===== config.mk =====
export PLATFORM = sky130hd
export DESIGN_NAME = rtc_calendar_counter
export DESIGN_NICKNAME = d
export VERILOG_FILES = /design/src/rtc_pkg.sv /design/src/rtc_load_decode.sv /design/src/rtc_tick_advance.sv /design/src/rtc_calendar_counter.sv
export SDC_FILE = /design/constraint.sdc
export NUM_CORES = 1
export LEC_CHECK = 0
export BUFFER_PORTS_ARGS = -buffer_cell sky130_fd_sc_hd__buf_2
export CAP_MARGIN = 20
export CORE_MARGIN = 4
export CORE_UTILIZATION = 58
export DETAILED_ROUTE_END_ITERATION = 6
export GPL_ROUTABILITY_DRIVEN = 0
export PLACE_DENSITY = 0.88
export SLEW_MARGIN = 20
export SYNTH_ARGS = -nofsm -noshare
export SYNTH_HDL_FRONTEND = slang
export SYNTH_SLANG_ARGS = --single-unit

===== constraint.sdc =====
create_clock -name clk -period 3.3 [get_ports clk]
set_input_delay 0.66 -clock clk [delete_from_list [all_inputs] [get_ports clk]]
set_output_delay 0.66 -clock clk [all_outputs]
set_load 0.05 [all_outputs]

===== src/rtc_pkg.sv =====
// Shared types and operation codes for the calendar counter.
// No dependencies; every other file of the block imports this package.

package rtc_pkg;

    // Operation codes carried in the operation field of an input word.
    localparam logic OP_TICK = 1'b0;
    localparam logic OP_LOAD = 1'b1;

    // Register indexes of the configuration port.
    localparam logic CFG_TWELVE_HOUR = 1'b0;
    localparam logic CFG_BCD         = 1'b1;

    // Calendar time in binary, 24-hour form.
    typedef struct packed {
        logic [5:0] second;
        logic [5:0] minute;
        logic [4:0] hour;
        logic [2:0] weekday;
        logic [4:0] day;
        logic [3:0] month;
        logic [6:0] year;
        logic [6:0] century;
    } rtc_time_t;

    // Raw clock bytes of a load word.
    typedef struct packed {
        logic [7:0] second;
        logic [7:0] minute;
        logic [7:0] hour;
        logic [7:0] weekday;
        logic [7:0] day;
        logic [7:0] month;
        logic [7:0] year;
        logic [7:0] century;
    } rtc_raw_t;

    // Load format controls from the configuration registers.
    typedef struct packed {
        logic twelve_hour;
        logic bcd;
    } rtc_mode_t;

endpackage


===== src/rtc_load_decode.sv =====
// Load path: turns eight raw clock bytes into a clamped binary time.
// Depends on rtc_pkg for the raw, time and mode types.

module rtc_load_decode
    import rtc_pkg::*;
(
    input  rtc_raw_t  raw,
    input  rtc_mode_t mode,
    output rtc_time_t load_time
);

    localparam logic [7:0] SEC_MAX     = 8'd59;
    localparam logic [7:0] HOUR_MAX    = 8'd23;
    localparam logic [7:0] WEEKDAY_MAX = 8'd7;
    localparam logic [7:0] DAY_MAX     = 8'd31;
    localparam logic [7:0] MONTH_MAX   = 8'd12;
    localparam logic [7:0] YEAR_MAX    = 8'd99;
    localparam logic [7:0] NOON        = 8'd12;
    localparam logic [7:0] ONE         = 8'd1;
    localparam logic [7:0] ZERO        = 8'd0;

    // Packed BCD to binary; digits above nine are taken at face value.
    function automatic logic [7:0] bcd_to_bin(input logic [7:0] b);
        logic [7:0] hi;
        begin
            hi = {4'b0000, b[7:4]};
            return (hi << 3) + (hi << 1) + {4'b0000, b[3:0]};
        end
    endfunction

    function automatic logic [7:0] clamp(input logic [7:0] v, input logic [7:0] lo,
                                         input logic [7:0] hi);
        begin
            if (v < lo)
                return lo;
            else if (v > hi)
                return hi;
            else
                return v;
        end
    endfunction

    rtc_raw_t   v;
    logic       pm;
    logic [7:0] hour_24;

    // Strip the PM flag, convert from BCD, then move to 24-hour form.
    always_comb
    begin
        v  = raw;
        pm = 1'b0;
        if (mode.twelve_hour)
        begin
            pm     = raw.hour[7];
            v.hour = {1'b0, raw.hour[6:0]};
        end
        if (mode.bcd)
        begin
            v.second  = bcd_to_bin(v.second);
            v.minute  = bcd_to_bin(v.minute);
            v.hour    = bcd_to_bin(v.hour);
            v.weekday = bcd_to_bin(v.weekday);
            v.day     = bcd_to_bin(v.day);
            v.month   = bcd_to_bin(v.month);
            v.year    = bcd_to_bin(v.year);
            v.century = bcd_to_bin(v.century);
        end
        hour_24 = v.hour;
        if (mode.twelve_hour)
        begin
            // Only PM hours other than noon move up; midnight AM becomes zero.
            if (pm && (v.hour != NOON))
                hour_24 = v.hour + NOON;
            else if (!pm && (v.hour == NOON))
                hour_24 = ZERO;
        end
    end

    // Clamp each field into its legal range.
    always_comb
    begin
        logic [7:0] c_sec;
        logic [7:0] c_min;
        logic [7:0] c_hour;
        logic [7:0] c_wd;
        logic [7:0] c_day;
        logic [7:0] c_mon;
        logic [7:0] c_year;
        logic [7:0] c_cent;
        c_sec  = clamp(v.second, ZERO, SEC_MAX);
        c_min  = clamp(v.minute, ZERO, SEC_MAX);
        c_hour = clamp(hour_24, ZERO, HOUR_MAX);
        c_wd   = clamp(v.weekday, ONE, WEEKDAY_MAX);
        c_day  = clamp(v.day, ONE, DAY_MAX);
        c_mon  = clamp(v.month, ONE, MONTH_MAX);
        c_year = clamp(v.year, ZERO, YEAR_MAX);
        c_cent = clamp(v.century, ZERO, YEAR_MAX);
        load_time.second  = c_sec[5:0];
        load_time.minute  = c_min[5:0];
        load_time.hour    = c_hour[4:0];
        load_time.weekday = c_wd[2:0];
        load_time.day     = c_day[4:0];
        load_time.month   = c_mon[3:0];
        load_time.year    = c_year[6:0];
        load_time.century = c_cent[6:0];
    end

endmodule


===== src/rtc_tick_advance.sv =====
// Tick path: advances a calendar time by one second with cascaded rollover.
// Depends on rtc_pkg for the time type.

module rtc_tick_advance
    import rtc_pkg::*;
(
    input  rtc_time_t cur,
    output rtc_time_t nxt,
    output logic      resync
);

    localparam logic [5:0] SEC_LIMIT     = 6'd60;
    localparam logic [5:0] RESYNC_SECOND = 6'd30;
    localparam logic [4:0] HOUR_LIMIT    = 5'd24;
    localparam logic [3:0] WEEKDAY_MAX   = 4'd7;
    localparam logic [3:0] MONTH_MAX     = 4'd12;
    localparam logic [6:0] YEAR_LIMIT    = 7'd100;
    localparam logic [6:0] CENTURY_MAX   = 7'd99;

    // Gregorian month length; year zero of a century leaps by the century.
    function automatic logic [4:0] month_length(input logic [3:0] month,
                                                input logic [6:0] year,
                                                input logic [6:0] century);
        logic leap;
        begin
            leap = (year[1:0] == 2'b00) &&
                   ((year != 7'd0) || (century[1:0] == 2'b00));
            case (month)
                4'd2:    return leap ? 5'd29 : 5'd28;
                4'd4,
                4'd6,
                4'd9,
                4'd11:   return 5'd30;
                default: return 5'd31;
            endcase
        end
    endfunction

    logic [5:0] sec_inc;
    logic [5:0] min_inc;
    logic [4:0] hour_inc;
    logic [3:0] wd_inc;
    logic [5:0] day_inc;
    logic [3:0] mon_inc;
    logic [6:0] year_inc;
    logic [6:0] cent_inc;
    logic [4:0] mon_len;

    assign sec_inc  = cur.second + 6'd1;
    assign min_inc  = cur.minute + 6'd1;
    assign hour_inc = cur.hour + 5'd1;
    assign wd_inc   = {1'b0, cur.weekday} + 4'd1;
    assign day_inc  = {1'b0, cur.day} + 6'd1;
    assign mon_inc  = cur.month + 4'd1;
    assign year_inc = cur.year + 7'd1;
    assign cent_inc = cur.century + 7'd1;
    assign mon_len  = month_length(cur.month, cur.year, cur.century);

    assign resync = (sec_inc == RESYNC_SECOND);

    // Each field rolls over only when every field below it has.
    always_comb
    begin
        nxt = cur;
        if (sec_inc != SEC_LIMIT)
            nxt.second = sec_inc;
        else
        begin
            nxt.second = 6'd0;
            if (min_inc != SEC_LIMIT)
                nxt.minute = min_inc;
            else
            begin
                nxt.minute = 6'd0;
                if (hour_inc != HOUR_LIMIT)
                    nxt.hour = hour_inc;
                else
                begin
                    nxt.hour    = 5'd0;
                    nxt.weekday = (wd_inc > WEEKDAY_MAX) ? 3'd1 : wd_inc[2:0];
                    if (day_inc <= {1'b0, mon_len})
                        nxt.day = day_inc[4:0];
                    else
                    begin
                        nxt.day = 5'd1;
                        if (mon_inc <= MONTH_MAX)
                            nxt.month = mon_inc;
                        else
                        begin
                            nxt.month = 4'd1;
                            if (year_inc != YEAR_LIMIT)
                                nxt.year = year_inc;
                            else
                            begin
                                nxt.year    = 7'd0;
                                nxt.century = (cent_inc > CENTURY_MAX) ? 7'd0 : cent_inc;
                            end
                        end
                    end
                end
            end
        end
    end

endmodule


===== src/rtc_calendar_counter.sv =====
// Top level of the calendar counter: handshakes, configuration and time state.
// Depends on rtc_pkg, rtc_load_decode and rtc_tick_advance.
//
// Usage:
//   Input channel (in_valid / in_stall) carries one word: an operation code
//   (tick or load) and eight raw clock bytes, which only a load uses.
//   Output channel (out_valid / out_stall) returns one word per input word:
//   the time after that word, a resync request and a tick flag.
//   The configuration port (cfg_write, cfg_index, cfg_data) sets 12-hour and
//   BCD load formats; write it only while no word is in flight.
// Timing:
//   A word is registered in the input register on acceptance, and its result
//   is registered in the result register once that register is free.
//   One word per cycle is sustained while out_stall is low; the combinational
//   tick/load update of the time registers between the two registers sets this.
// Reset clears both stages and sets the time to 00:00:00, weekday 1,
// day 1, month 1, year 0, century 0, with both formats off.
// When the receiver stalls, the result holds and one more word may wait in
// the input register; after that in_stall is raised.

module rtc_calendar_counter
    import rtc_pkg::*;
(
    input  logic       clk,
    input  logic       rst_n,
    input  logic       in_valid,
    output logic       in_stall,
    input  logic       operation,
    input  logic [7:0] raw_second,
    input  logic [7:0] raw_minute,
    input  logic [7:0] raw_hour,
    input  logic [7:0] raw_weekday,
    input  logic [7:0] raw_day,
    input  logic [7:0] raw_month,
    input  logic [7:0] raw_year,
    input  logic [7:0] raw_century,
    output logic       out_valid,
    input  logic       out_stall,
    output logic [5:0] second_out,
    output logic [5:0] minute_out,
    output logic [4:0] hour_out,
    output logic [2:0] weekday_out,
    output logic [4:0] day_out,
    output logic [3:0] month_out,
    output logic [6:0] year_out,
    output logic [6:0] century_out,
    output logic       resync_request,
    output logic       tick_event,
    input  logic       cfg_write,
    input  logic       cfg_index,
    input  logic       cfg_data
);

    localparam rtc_time_t TIME_RESET = '{second: 6'd0, minute: 6'd0, hour: 5'd0,
                                         weekday: 3'd1, day: 5'd1, month: 4'd1,
                                         year: 7'd0, century: 7'd0};

    rtc_mode_t mode_reg;
    logic      s1_valid_reg;
    logic      s1_valid_next;
    logic      s1_op_reg;
    rtc_raw_t  s1_raw_reg;
    rtc_raw_t  raw_in;
    logic      out_valid_reg;
    logic      out_valid_next;
    logic      out_resync_reg;
    logic      out_tick_reg;
    rtc_time_t time_reg;
    rtc_time_t time_next;
    rtc_time_t load_time;
    rtc_time_t tick_time;
    logic      tick_resync;
    logic      out_free;
    logic      s1_move;
    logic      in_accept;

    // Configuration registers.
    always_ff @(posedge clk or negedge rst_n)
    begin
        if (!rst_n)
            mode_reg <= '0;
        else if (cfg_write)
        begin
            case (cfg_index)
                CFG_TWELVE_HOUR: mode_reg.twelve_hour <= cfg_data;
                CFG_BCD:         mode_reg.bcd         <= cfg_data;
                default:         mode_reg             <= mode_reg;
            endcase
        end
    end

    // Flow control: the result register frees when empty or being taken.
    assign out_free  = !out_valid_reg || !out_stall;
    assign s1_move   = s1_valid_reg && out_free;
    assign in_stall  = s1_valid_reg && !out_free;
    assign in_accept = in_valid && !in_stall;

    assign s1_valid_next  = in_accept ? 1'b1 : (s1_move ? 1'b0 : s1_valid_reg);
    assign out_valid_next = s1_move ? 1'b1 : (out_free ? 1'b0 : out_valid_reg);

    assign raw_in = '{second: raw_second, minute: raw_minute, hour: raw_hour,
                      weekday: raw_weekday, day: raw_day, month: raw_month,
                      year: raw_year, century: raw_century};

    // Input register.
    always_ff @(posedge clk or negedge rst_n)
    begin
        if (!rst_n)
            s1_valid_reg <= 1'b0;
        else
            s1_valid_reg <= s1_valid_next;
    end

    always_ff @(posedge clk)
    begin
        if (in_accept)
        begin
            s1_op_reg  <= operation;
            s1_raw_reg <= raw_in;
        end
    end

    rtc_load_decode u_load (
        .raw       (s1_raw_reg),
        .mode      (mode_reg),
        .load_time (load_time)
    );

    rtc_tick_advance u_tick (
        .cur    (time_reg),
        .nxt    (tick_time),
        .resync (tick_resync)
    );

    assign time_next = (s1_op_reg == OP_LOAD) ? load_time : tick_time;

    // Time state; it changes only when a result word is loaded, so it also
    // serves as the time fields of the result register.
    always_ff @(posedge clk or negedge rst_n)
    begin
        if (!rst_n)
        begin
            time_reg      <= TIME_RESET;
            out_valid_reg <= 1'b0;
        end
        else
        begin
            out_valid_reg <= out_valid_next;
            if (s1_move)
                time_reg <= time_next;
        end
    end

    // Result flags.
    always_ff @(posedge clk)
    begin
        if (s1_move)
        begin
            out_tick_reg   <= (s1_op_reg == OP_TICK);
            out_resync_reg <= (s1_op_reg == OP_TICK) && tick_resync;
        end
    end

    assign out_valid      = out_valid_reg;
    assign second_out     = time_reg.second;
    assign minute_out     = time_reg.minute;
    assign hour_out       = time_reg.hour;
    assign weekday_out    = time_reg.weekday;
    assign day_out        = time_reg.day;
    assign month_out      = time_reg.month;
    assign year_out       = time_reg.year;
    assign century_out    = time_reg.century;
    assign resync_request = out_resync_reg;
    assign tick_event     = out_tick_reg;

endmodule


# ---- After elaboration in Yosys (flattened, before gate mapping)
# Index checks and enable logic that the tools add are counted.
# W data, S select, Z words.
dict set report classes {
  n_addsub 25
  n_lt_le_gt_ge 20
  eq_ne 18
  muxes 43
  bitwise 2
  n_reduce_logical 28
}
# op n
set op_table {}
lappend op_table {{$add A7 B5 Y8} 8}
lappend op_table {{$add A8 B4 Y8} 8}
lappend op_table {{$lt A8 B1 Y1 const B} 8}
lappend op_table {{$mux W64} 1}
lappend op_table {{$mux W7} 7}
lappend op_table {{$mux W43} 1}
lappend op_table {{$mux W37} 1}
lappend op_table {{$mux W6} 6}
lappend op_table {{$mux W8} 4}
lappend op_table {{$mux W31} 1}
lappend op_table {{$mux W5} 6}
lappend op_table {{$mux W26} 1}
lappend op_table {{$mux W18} 1}
lappend op_table {{$gt A8 B5 Y1 const B} 2}
lappend op_table {{$gt A8 B6 Y1 const B} 2}
lappend op_table {{$gt A8 B7 Y1 const B} 2}
lappend op_table {{$add A7 B1 Y7 const B} 2}
lappend op_table {{$mux W14} 1}
lappend op_table {{$add A6 B1 Y6 const B} 2}
lappend op_table {{$mux W4} 3}
lappend op_table {{$ne A2 B2 Y1 const B} 6}
lappend op_table {{$ne A6 B6 Y1 const B} 2}
lappend op_table {{$pmux W5 S2} 1}
lappend op_table {{$mux W3} 3}
lappend op_table {{other kinds (34)} 57}
dict set report totals {
  regBits 114
  inputBits 72
  output_inout_bits 47
  word_cells 159
}

# ---- Depth between registers and ports, before layout
dict set report logic_depth {
  word_depth 13
  ltp_mapped 16
}

# ---- By module
# A second synthesis with hierarchy kept.
dict set report unflattened {
  cells_unflattened 836
  area_unflattened_um2 9112.5
}
# mod n_inst cells_each area_each_um2 seq_area_each_um2
set by_module_without_submodules {}
lappend by_module_without_submodules {rtc_calendar_counter 1 221 4677.0 3191.8}
lappend by_module_without_submodules {rtc_load_decode 1 362 2800.2 0.0}
lappend by_module_without_submodules {rtc_tick_advance 1 253 1635.3 0.0}

# ---- Worst setup path before layout
# OpenSTA, ideal clock, no wires.
dict set report synth_path {
  path_type {register to register}
  startpoint {register time_reg (netlist bit century_out[0])}
  endpoint {register time_reg (netlist bit century_out[3])}
  arrival_ns 3.001
  t_required_ns 3.175
  slack_ns 0.173
  stages_incl_launch_ff 17
  synth_period_minus_slack_ns 3.127
  cell_sequence {dfrtp_1 inv_1 ha_1 nor3_1 nand2_1 nand2_1 nand2_1 o311a_1 ha_1 nand2_1 o211ai_1 o21a_1 nor4_2 nand2_1 buf_2 o21ai_0 o21ai_1}
}
dict set report synth_via {
  elab_chain_len 10
  word_cells_on_any_way 18
  classes_between {1 x add/sub; 2 x order compare; 1 x eq/ne; 10 x mux; 4 x reduce/logical}
}
# item line_no
set synth_rtl {}
lappend synth_rtl {{start: declaration} rtc_calendar_counter.sv:68} ;# rtc_time_t time_reg;
lappend synth_rtl {{start signal: assignment} rtc_calendar_counter.sv:150} ;# time_reg <= time_next;
lappend synth_rtl {{$add A7 B1 Y7} rtc_tick_advance.sv:56} ;# assign cent_inc = cur.century + 7'd1;
lappend synth_rtl {{$gt A7 B7 Y1} rtc_tick_advance.sv:96} ;# nxt.century = (cent_inc > CENTURY_MAX) ? 7'd0 : cent_inc;
lappend synth_rtl {{$mux W7} rtc_tick_advance.sv:96}
lappend synth_rtl {{$mux W7} rtc_tick_advance.sv:91} ;# if (year_inc != YEAR_LIMIT)
lappend synth_rtl {{$mux W14} rtc_tick_advance.sv:86} ;# if (mon_inc <= MONTH_MAX)
lappend synth_rtl {{$mux W18} rtc_tick_advance.sv:81} ;# if (day_inc <= {1'b0, mon_len})
lappend synth_rtl {{$mux W26} rtc_tick_advance.sv:75} ;# if (hour_inc != HOUR_LIMIT)
lappend synth_rtl {{$mux W31} rtc_tick_advance.sv:70} ;# if (min_inc != SEC_LIMIT)
lappend synth_rtl {{$mux W37} rtc_tick_advance.sv:65} ;# if (sec_inc != SEC_LIMIT)
lappend synth_rtl {{$mux W43} rtc_calendar_counter.sv:135} ;# assign time_next = (s1_op_reg == OP_LOAD) ? load_time : tick_time;
# Several ways; a longest one is shown, not always the timed one. The select of a mux whose other input is x is not followed.
# A chain may end at the register's enable or synchronous reset.

# ---- Worst setup path after layout
dict set report layout_path {
  startpoint {register s1_raw_reg[43] (netlist bit)}
  endpoint {register time_reg (netlist bit hour_out[1])}
}
dict set report layout_via {
  elab_chain_len 12
  word_cells_on_any_way 16
  classes_between {2 x add/sub; 2 x order compare; 2 x eq/ne; 8 x mux; 2 x reduce/logical}
}
# item line_no
set layout_rtl {}
lappend layout_rtl {{start: declaration} rtc_calendar_counter.sv:62} ;# rtc_raw_t s1_raw_reg;
lappend layout_rtl {{start signal: assignment} rtc_calendar_counter.sv:119} ;# s1_raw_reg <= raw_in;
lappend layout_rtl {{$mux W8 *} rtc_load_decode.sv:52} ;# if (mode.twelve_hour)
lappend layout_rtl {{$add A8 B4 Y8} rtc_load_decode.sv:27} ;# return (hi << 3) + (hi << 1) + {4'b0000, b[3:0]};
lappend layout_rtl {{$mux W64 *} rtc_load_decode.sv:57} ;# if (mode.bcd)
lappend layout_rtl {{branches (longest 4 deep; another with $add A8 B4 Y8)} n/a}
lappend layout_rtl {{$mux W8 *} rtc_load_decode.sv:69} ;# if (mode.twelve_hour)
lappend layout_rtl {{$gt A8 B5 Y1} rtc_load_decode.sv:36} ;# else if (v > hi)
lappend layout_rtl {{$mux W5} rtc_load_decode.sv:36}
lappend layout_rtl {{$mux W5 *} rtc_load_decode.sv:34} ;# if (v < lo)
lappend layout_rtl {{$mux W43 *} rtc_calendar_counter.sv:135}
# Every way passes the cells marked *.

==> impl_metrics.ini <==
[power_and_ir_drop]
p_total_mw = 6.60
ir_drop_v = 0.000680
total_leakage_power_nw = 3.94
p_per_area_mw_per_mm2 = 724

[setup_path]
slowest_stage = fa_1
worstPathMaxFanout = 5
arrival_ns = 3.46
r2r_cells = 11
setup.worst_path.class = register to register
cp_num_cells = 11
start_kind = register
critical_path.max_stage_delay_ns = 0.60
critical_path_buf_inv_count = 1
cp-end-kind = register
r2r_slack_ns = 0.14
crit_chain = fa_1 > inv_1 > fa_2 > a21oi_4 > ha_1 > nand4_1 > and4bb_4 > o22ai_1 > o21ai_2 > a31oi_1 > a211o_1
r2r_end = hour_out[1]$_DFFE_PN0P_
critPathTopFamily = adder cells
required_ns = 3.60
regToRegStartpoint = s1_raw_reg[43]$_DFFE_PP_

[placement]
placed_area_mm2 = 0.00848
post-place-ws_ns = 0.00419
dp.final_hpwl_mm = 12.5
portBuffers = 118

[layout]
antennaDiodeCount = 0
final_nets = 1051
area_growth_pct = 18.4
final_cell_area_mm2 = 0.00912
fill_cells = 956
layout-drive-gt1-share_pct = 21.8
largest_register_ffs = 64

[yosys]
yosys_register_bits = 114
syn_area_per_cell_um2 = 10.1
syn_nets = 923
synthAdderAreaFrac_pct = 16.3
synth_top_family_by_area = adder cells
synth_cell_types = 74
synth-xor-area-share_pct = 2.50
synthSimpleGateAreaFrac_pct = 14.8
synth_cells = 760
synth_ff_type = edfxtp_1
synth.area.mux_share_pct = 5.15
synth.yosys.warnings = 0
synth-async-reset-ratio_pct = 41.2
synth_compound_area_share_pct = 15.8
synth_edf_count = 67
synth_seq_area_share_pct = 41.5
syn_area_mm2 = 0.00770

[cts]
cts_tree = built
clockRootBuffer = clkbuf_16
cts_max_level = 4
clk_latency_ns = 0.42
hold_buffers = 0
cts_sinks = 114
cts_buffer_depth = 2
clk_pin_slew_ns = 0.06
numCtsBuffers = 17

[drt]
drc = 0
vias = 6138
first_iter_violations = 598
finalWirelength_mm = 16.8
ant_nets = 0
drt_first_pass_iters = 5
vias_per_cell = 5.72
wire_per_inst_um = 15.7

[sta]
fmax_mhz = 316
setup_violations = 0
max_slew_margin_pct = 52.7
worst_pin_slew_ns = 0.710
finalCriticalPeriod_ns = 3.16
hold_viol = 0
finClkSkew_ns = 0.0119
rsz0062_at_grt = yes
period_share_pct = 95.8
setup_slack_ns = 0.138
slew_viol_final = 0

[floorplanning]
io_pins = 119
initial_core_util_pct = 60.0
core_area_mm2 = 0.0128
die_area_mm2 = 0.0152
std_cell_rows = 41
die_w_um = 123
die_h_um = 123

[global_routing]
grt_max_degree = 43
antenna_found_initial = 0
first_global_vias = 5916
track_usage_pct = 23.1
grt_pass1_wl_mm = 27.6
overflow = 0

[job]
cap_violations = 0

[worst_hold_path]
worstHoldPathType = input pin to asynchronous set/reset pin

[outcome]
status = complete, no violations
cell type report:
type                            count  area (µm²)  share of cell area [%]
Tap cell                          172         215                    2.36
Multi-Input combinational cell    571        4240                    46.5
Inverter                           51         191                    2.10
Clock buffer                       17         425                    4.67
Timing Repair Buffer              133         716                    7.85
Clock inverter                     15         135                    1.48
Sequential cell                   114        3190                    35.0
cell usage after synthesis (all sizes together) (3+ instances only):
library cell,instances,share of area (%)
and3,5,0.41
nand3,22,1.4
dfstp,3,1.0
a21o,8,0.78
a211o,4,0.45
a22oi,3,0.29
ha,75,12
o21a,6,0.58
nor3b,3,0.29
buf,13,0.89
o22ai,8,0.73
dfrtp,44,14
a21oi,44,2.9
nor2b,20,1.6
inv,50,2.4
clkbuf,11,0.54
xnor2,14,1.6
a211oi,5,0.49
a31oi,11,0.89
o31ai,5,0.49
nand4,3,0.24
o21ai,62,4.1
xor2,8,0.91
nor3,21,1.4
or2,3,0.24
nor4,6,0.57
fa,16,4.2
nor2,43,2.1
nand2,70,3.4
and2,6,0.49
mux2,13,1.9
nand3b,8,0.78
nand2b,13,1.1
mux2i,25,3.2
o221ai,4,0.45
edfxtp,67,26
logic make-up after synthesis:
| kind of cell | count (synthesis) |
|---|---|
| multiplexers | 38 |
| AO/OA/AOI/OAI | 190 |
| AND/OR/NAND/NOR | 230 |
| flip-flops | 114 |
| adder cells (fa/ha/maj) | 91 |
| XOR/XNOR | 22 |
| buffers and inverters | 75 |
stage by stage:
| stage | TNS [ns] | cells | hold WS (ns) | utilization (%) |
|---|---|---|---|---|
| floorplan | 0 | 760 | 0.364 | - |
| global placement | 0 | 1035 | 0.472 | 66.1 |
| detailed placement | 0 | 1035 | 0.480 | 66.1 |
| CTS | 0 | 1068 | 0.260 | 70.5 |
| global route | -0.0415 | 1073 | 0.295 | 71.1 |
| finish | 0 | 1073 | 0.257 | 71.1 |
cells in the final DEF (no fill, tap or decap), types with 17 or more instances in the layout:
cell type / synthesis / routed
nand2_1: 70 / 69
dfrtp_1: 44 / 43
buf_2: 10 / 118
ha_1: 75 / 75
inv_1: 49 / 49
a21oi_1: 43 / 43
o21ai_0: 55 / 55
mux2i_1: 25 / 25
nor2_1: 43 / 43
clkbuf_16: 0 / 17
nor2b_1: 20 / 20
nand3_1: 22 / 22
edfxtp_1: 67 / 67
nor3_1: 21 / 21
report_power, final:
part | internal (mW) | switching (mW) | total [mW] | leakage (nW)
sequential | 1.80 | 0.404 | 2.21 | 1.19
combinational | 0.916 | 1.76 | 2.67 | 2.48
clock | 1.04 | 0.681 | 1.72 | 0.266
per-layer routing:
metal  global-route usage (%)  up-vias  part of all wire, %
li1                         -     3044                    -
met1                     29.4     2869                   43
met2                     38.4      194                   49
met3                     5.76       31                  5.6
met4                     7.89        0                  2.2
met5                        0        -                    0
how the worst max path moves through the flow:
stage	to	from	slack (ns)
3_3_place_gp	hour_out[1]$_DFFE_PN0P_	s1_raw_reg[43]$_DFFE_PP_	0.15
2_1_floorplan	century_out[3]$_DFFE_PN0P_	century_out[0]$_DFFE_PN0P_	0.17
4_1_cts	hour_out[0]$_DFFE_PN0P_	s1_raw_reg[46]$_DFFE_PP_	0.05
6_report	hour_out[1]$_DFFE_PN0P_	s1_raw_reg[43]$_DFFE_PP_	0.14
5_1_grt	hour_out[1]$_DFFE_PN0P_	s1_raw_reg[43]$_DFFE_PP_	-0.02
3_5_place_dp	hour_out[0]$_DFFE_PN0P_	s1_raw_reg[46]$_DFFE_PP_	0.004
repair_timing:
action	4_1_cts	5_1_grt
setup buffers	1	5
gates resized for setup	0	7
pin swaps	0	4
endpoints found under the setup margin	2	14
Power figures use the tool's default switching activity.
